File: src/min_cost_volume_cover_dp_unit_assert.svh
// Assertion macros shared by the min-cost volume cover unit.
`ifndef MIN_COST_VOLUME_COVER_DP_UNIT_ASSERT_SVH
`define MIN_COST_VOLUME_COVER_DP_UNIT_ASSERT_SVH
`ifndef SYNTHESIS
// same-cycle implication, sampled on clk, off during reset
`define MCVC_ASSERT_NOW(label, cond, prop) \
    label: assert property (@(posedge clk) disable iff (!rst_n) (cond) |-> (prop)) \
        else $error("mcvc check failed");
// next-cycle implication
`define MCVC_ASSERT_NEXT(label, cond, prop) \
    label: assert property (@(posedge clk) disable iff (!rst_n) (cond) |=> (prop)) \
        else $error("mcvc check failed");
`else
`define MCVC_ASSERT_NOW(label, cond, prop)
`define MCVC_ASSERT_NEXT(label, cond, prop)
`endif
`endif

File: src/mcvc_pkg.sv
// Shared widths, types and controller/datapath interface for the cover unit.
package mcvc_pkg;

    localparam int MAX_VOLUME  = 1024;
    localparam int IDX_W       = $clog2(MAX_VOLUME);
    localparam int COST_W      = 27;
    localparam int VAR_W       = 8;
    localparam int ITEM_COST_W = 16;
    localparam int ITEM_VOL_W  = 11;
    localparam int TARGET_W    = 11;
    localparam int S_TDATA_W   = 32;
    localparam int M_TDATA_W   = 40;

    localparam logic [COST_W-1:0] INF_COST  = COST_W'(100000000);
    localparam logic [VAR_W-1:0]  MAX_KINDS = VAR_W'(128);

    typedef struct packed {
        logic [VAR_W-1:0]  variety;
        logic [COST_W-1:0] cost;
    } entry_t;

    typedef struct packed {
        logic start;     // latch the item, reset the sweep index
        logic issue;     // issue one volume entry into the pipeline
        logic flip;      // swap row banks after the sweep
        logic fetch;     // read the target entry
        logic load_out;  // load the output register
    } cmd_t;

    typedef struct packed {
        logic last_issue; // issuing the last volume entry
        logic busy;       // pipeline still holds entries
    } status_t;

endpackage

File: src/mcvc_ctrl.sv
// Sequencer for the cover unit: accept, sweep, drain, fetch, deliver.
module mcvc_ctrl
    import mcvc_pkg::*;
(
    input  logic    clk,
    input  logic    rst_n,
    input  logic    s_tvalid,
    output logic    s_tready,
    output logic    m_tvalid,
    input  logic    m_tready,
    input  status_t status,
    output cmd_t    cmd
);

    typedef enum logic [4:0] {
        S_IDLE    = 5'b00001,
        S_SWEEP   = 5'b00010,
        S_DRAIN   = 5'b00100,
        S_FETCH   = 5'b01000,
        S_DELIVER = 5'b10000
    } state_t;

    state_t state_reg, state_next;
    logic   out_valid_reg, out_valid_next;

    always_comb
    begin
        state_next     = state_reg;
        out_valid_next = out_valid_reg;
        cmd            = '0;
        s_tready       = 1'b0;
        if (out_valid_reg && m_tready)
        begin
            out_valid_next = 1'b0;
        end
        case (state_reg)
            S_IDLE:
            begin
                s_tready = 1'b1;
                if (s_tvalid)
                begin
                    cmd.start  = 1'b1;
                    state_next = S_SWEEP;
                end
            end
            S_SWEEP:
            begin
                cmd.issue = 1'b1;
                if (status.last_issue)
                begin
                    state_next = S_DRAIN;
                end
            end
            S_DRAIN:
            begin
                if (!status.busy)
                begin
                    cmd.flip   = 1'b1;
                    state_next = S_FETCH;
                end
            end
            S_FETCH:
            begin
                cmd.fetch  = 1'b1;
                state_next = S_DELIVER;
            end
            S_DELIVER:
            begin
                if (!out_valid_reg || m_tready)
                begin
                    cmd.load_out   = 1'b1;
                    out_valid_next = 1'b1;
                    state_next     = S_IDLE;
                end
            end
            default:
            begin
                state_next = S_IDLE;
            end
        endcase
    end

    always_ff @(posedge clk or negedge rst_n)
    begin
        if (!rst_n)
        begin
            state_reg     <= S_IDLE;
            out_valid_reg <= 1'b0;
        end
        else
        begin
            state_reg     <= state_next;
            out_valid_reg <= out_valid_next;
        end
    end

    assign m_tvalid = out_valid_reg;

`include "min_cost_volume_cover_dp_unit_assert.svh"

    `MCVC_ASSERT_NEXT(a_accept_starts_sweep, s_tvalid && s_tready, state_reg == S_SWEEP)
    `MCVC_ASSERT_NEXT(a_last_issue_drains, (state_reg == S_SWEEP) && status.last_issue, state_reg == S_DRAIN)
    `MCVC_ASSERT_NEXT(a_deliver_waits, (state_reg == S_DELIVER) && out_valid_reg && !m_tready, state_reg == S_DELIVER)

endmodule

File: config.mk
export PLATFORM = sky130hd
export DESIGN_NAME = mcvc_ctrl
export DESIGN_NICKNAME = d
export VERILOG_FILES = /design/src/mcvc_pkg.sv /design/src/mcvc_ctrl.sv
export VERILOG_INCLUDE_DIRS = /design/src /design/src/src
export SDC_FILE = /design/constraint.sdc
export NUM_CORES = 1
export LEC_CHECK = 0
export ABC_CLOCK_PERIOD_IN_PS = 2050
export BUFFER_PORTS_ARGS = -buffer_cell sky130_fd_sc_hd__clkbuf_2
export CAP_MARGIN = 15
export CORE_AREA = 2 2 39 41
export CTS_CLUSTER_SIZE = 25
export DETAILED_ROUTE_END_ITERATION = 16
export DIE_AREA = 0 0 41 43
export GPL_ROUTABILITY_DRIVEN = 1
export HOLD_SLACK_MARGIN = 0.1
export PLACE_DENSITY = 0.57
export SETUP_SLACK_MARGIN = 0.15
export SYNTH_ARGS = -nofsm -noshare
export SYNTH_HDL_FRONTEND = slang
export SYNTH_SLANG_ARGS = --single-unit
export TNS_END_PERCENT = 5
File: constraint.sdc
create_clock -name clk -period 2.05 [get_ports clk]
set_clock_uncertainty 0.05 [all_clocks]
set_input_delay 0.205 -clock clk [delete_from_list [all_inputs] [get_ports clk]]
set_output_delay 0.205 -clock clk [all_outputs]
set_load 0.03 [all_outputs]
==> results.json <==
{
  "grt_pass1_wl_mm": 1.21,
  "max_freq_mhz": 559,
  "cts_max_path_buffers": 2,
  "yosys.cell_count.top_type": "nor2_1",
  "antenna_left": 0,
  "path_clk_slew_ns": 0.05,
  "crit_fanout": 7,
  "rsz0062_at_grt": "no",
  "criticalPathCategory": "flop to primary output",
  "place_congestion": 0.720,
  "clockRootBuffer": "clkbuf_4",
  "grt_max_degree": 9,
  "maxSlewHeadroom_pct": 79.5,
  "groute.usage.overall_pct": 10.5,
  "die_x_um": 41,
  "wl_per_cell_um": 9.70,
  "clock_latency_ns": 0.24,
  "synth_ff_type": "dfrtp_1",
  "die_h_um": 43,
  "finalSetupViolations": 0,
  "busiest_layer": "met2",
  "synth_top_area_share_pct": 35.7,
  "grtUsageMet2_pct": 15.9,
  "via_per_inst": 4.59,
  "critPathArrivalTime_ns": 1.53,
  "grt_pass1_vias": 314,
  "worst_pin_slew_ns": 0.306,
  "core_area_um2": 1380,
  "area_delta_synth_final_pct": 36.1,
  "dieArea_um2": 1760,
  "synth_cells": 37,
  "maxCapViolCount": 0,
  "rows": 14,
  "p_per_area_nw_per_um2": 1120,
  "hold_ws_ns": 0.162,
  "p_total_uw": 535,
  "ioPinCount": 13,
  "port_buffers": 12,
  "vias": 326,
  "antenna_found_initial": 0,
  "synth.ff_latch_count": 6,
  "htree_num_levels": 1,
  "cp-start-kind": "flop",
  "synthTopCellsByArea": "dfrtp_1 36%, dfstp_2 7.5%, nor2_1 7.5%",
  "use_met1_pct": 11.6,
  "p_leak_nw": 0.242,
  "initial_core_util_pct": 25.3,
  "cts_setup_buffers": 0,
  "grt-ovfl-total": 0,
  "wl_um": 689,
  "hpwl_um": 573,
  "fin_util_pct": 34.4,
  "drt_first_iter_violations": 8,
  "status": "complete, no violations",
  "seq_area_frac_synth_pct": 43.2,
  "use_met3_pct": 1.57,
  "synth.largest_area_cell": "dfrtp_1",
  "cts_hold_buf": 2,
  "min_path_type": "input port to flop",
  "ys_top_cells_by_count": "7 x nor2_1, 5 x dfrtp_1, 3 x nand2b_1",
  "avgSynthCellArea_um2": 9.47,
  "r2r_cells": 3,
  "syn_area_um2": 350,
  "cts_made_buffers": 3,
  "required_ns": 1.79,
  "hold_path_depth": 2,
  "hold_violations": 0,
  "netlist-cell-type-count": 21,
  "layout_min_cycle_time_ns": 1.79,
  "ys_async_sr_fraction_pct": 100,
  "synth_edf_count": 0,
  "largest_reg_flops": 5,
  "ir_drop_mv": 0.365,
  "yosys_warnings": 0,
  "fin_nets": 62,
  "drive_gt1_share_pct": 36.4,
  "drv_slew": 0,
  "n_antenna_cell": 0,
  "drcViolationCount": 0,
  "fin_setup_tns_ns": 0,
  "numClockSinks": 6,
  "cts-resized-gates": 0,
  "cts_tree": "done",
  "firstDrtPassIters": 4,
  "syn_nets": 43,
  "min_period_over_period_pct": 87.3,
  "endpoint_kind": "primary output"
}
==> worst max-delay path, cell delays in order (launching register included) <==
cell and delay [ns]:
dfrtp_1 0.43, or3_4 0.43, nor3b_1 0.20, clkbuf_2 0.23
==> area by class of cell <==
cell class	instances	area, um2
inverter	1	3.75
multi-input combinational	30	195
timing repair buffer	14	80.1
fill	147	907
clock buffer	4	26.3
sequential	6	151
tap	16	20.0
==> per-stage QoR <==
step | instances | setup slack, ns | area (um2)
floorplan | 37 | 0.210 | 350
global placement | 65 | 0.536 | 430
detailed placement | 65 | 0.526 | 430
CTS | 71 | 0.246 | 477
global route | 71 | 0.169 | 477
finish | 71 | 0.261 | 477
==> cell usage in the layout (no fill, tap or decap) <==
| master | synthesis | final |
|---|---|---|
| clkbuf_2 | 0 | 12 |
| nor2_1 | 7 | 7 |
| dfrtp_1 | 5 | 5 |
| nand2b_1 | 3 | 3 |
| clkbuf_4 | 0 | 3 |
| nor3_1 | 2 | 2 |
| nor2b_1 | 2 | 2 |
| nand3_1 | 2 | 2 |
| nand2_1 | 2 | 2 |
| dlygate4sd3_1 | 0 | 2 |
| or3_4 | 1 | 1 |
| nor3b_1 | 1 | 1 |
| and3b_2 | 1 | 1 |
| a21bo_2 | 1 | 1 |
| o22a_1 | 1 | 1 |
| xor2_1 | 1 | 1 |
| and4bb_2 | 1 | 1 |
| inv_1 | 1 | 1 |
| nor4b_1 | 1 | 1 |
| a221oi_1 | 1 | 1 |
| or3_1 | 1 | 1 |
| nand4_1 | 1 | 1 |
| o2111a_1 | 1 | 1 |
| clkbuf_1 | 0 | 1 |
| dfstp_2 | 1 | 1 |
==> worst paths after layout <==
| path | startpoint | to | slack, ns |
|---|---|---|---|
| worst max-delay path | state_reg[2]$_DFFE_PN0P_ | s_tready | 0.26 |
| worst min-delay path | status[1] | state_reg[2]$_DFFE_PN0P_ | 0.16 |
| worst max register to register | state_reg[2]$_DFFE_PN0P_ | state_reg[0]$_DFFE_PN1P_ | 0.55 |
| worst min register to register | state_reg[4]$_DFFE_PN0P_ | m_tvalid$_DFF_PN0_ | 0.57 |
| max in group asynchronous | rst_n | state_reg[0]$_DFFE_PN1P_ | 1.46 |
| min in group asynchronous | rst_n | state_reg[3]$_DFFE_PN0P_ | 0.27 |
==> cells by family (layout without fill, tap and decap cells) <==
| logic type | Yosys count | in the layout | synth area share (%) |
|---|---|---|---|
| AND/OR/NAND/NOR | 25 | 25 | 42.1 |
| flip-flops | 6 | 6 | 43.2 |
| AO/OA/AOI/OAI | 4 | 4 | 11.1 |
| XOR/XNOR | 1 | 1 | 2.50 |
| buffers and inverters | 1 | 19 | 1.07 |
==> layer usage <==
layer	vias to the layer above	part of all wire (%)
met4	0	2.5
met5	-	0
met3	2	4.6
met1	147	43
li1	170	-
met2	7	50
==> power breakdown <==
group / internal [mW] / switching (mW)
clock network: 0.0737 / 0.0417
registers: 0.150 / 0.0405
logic: 0.0974 / 0.132
Note: power is estimated with default switching activity, not from simulation.
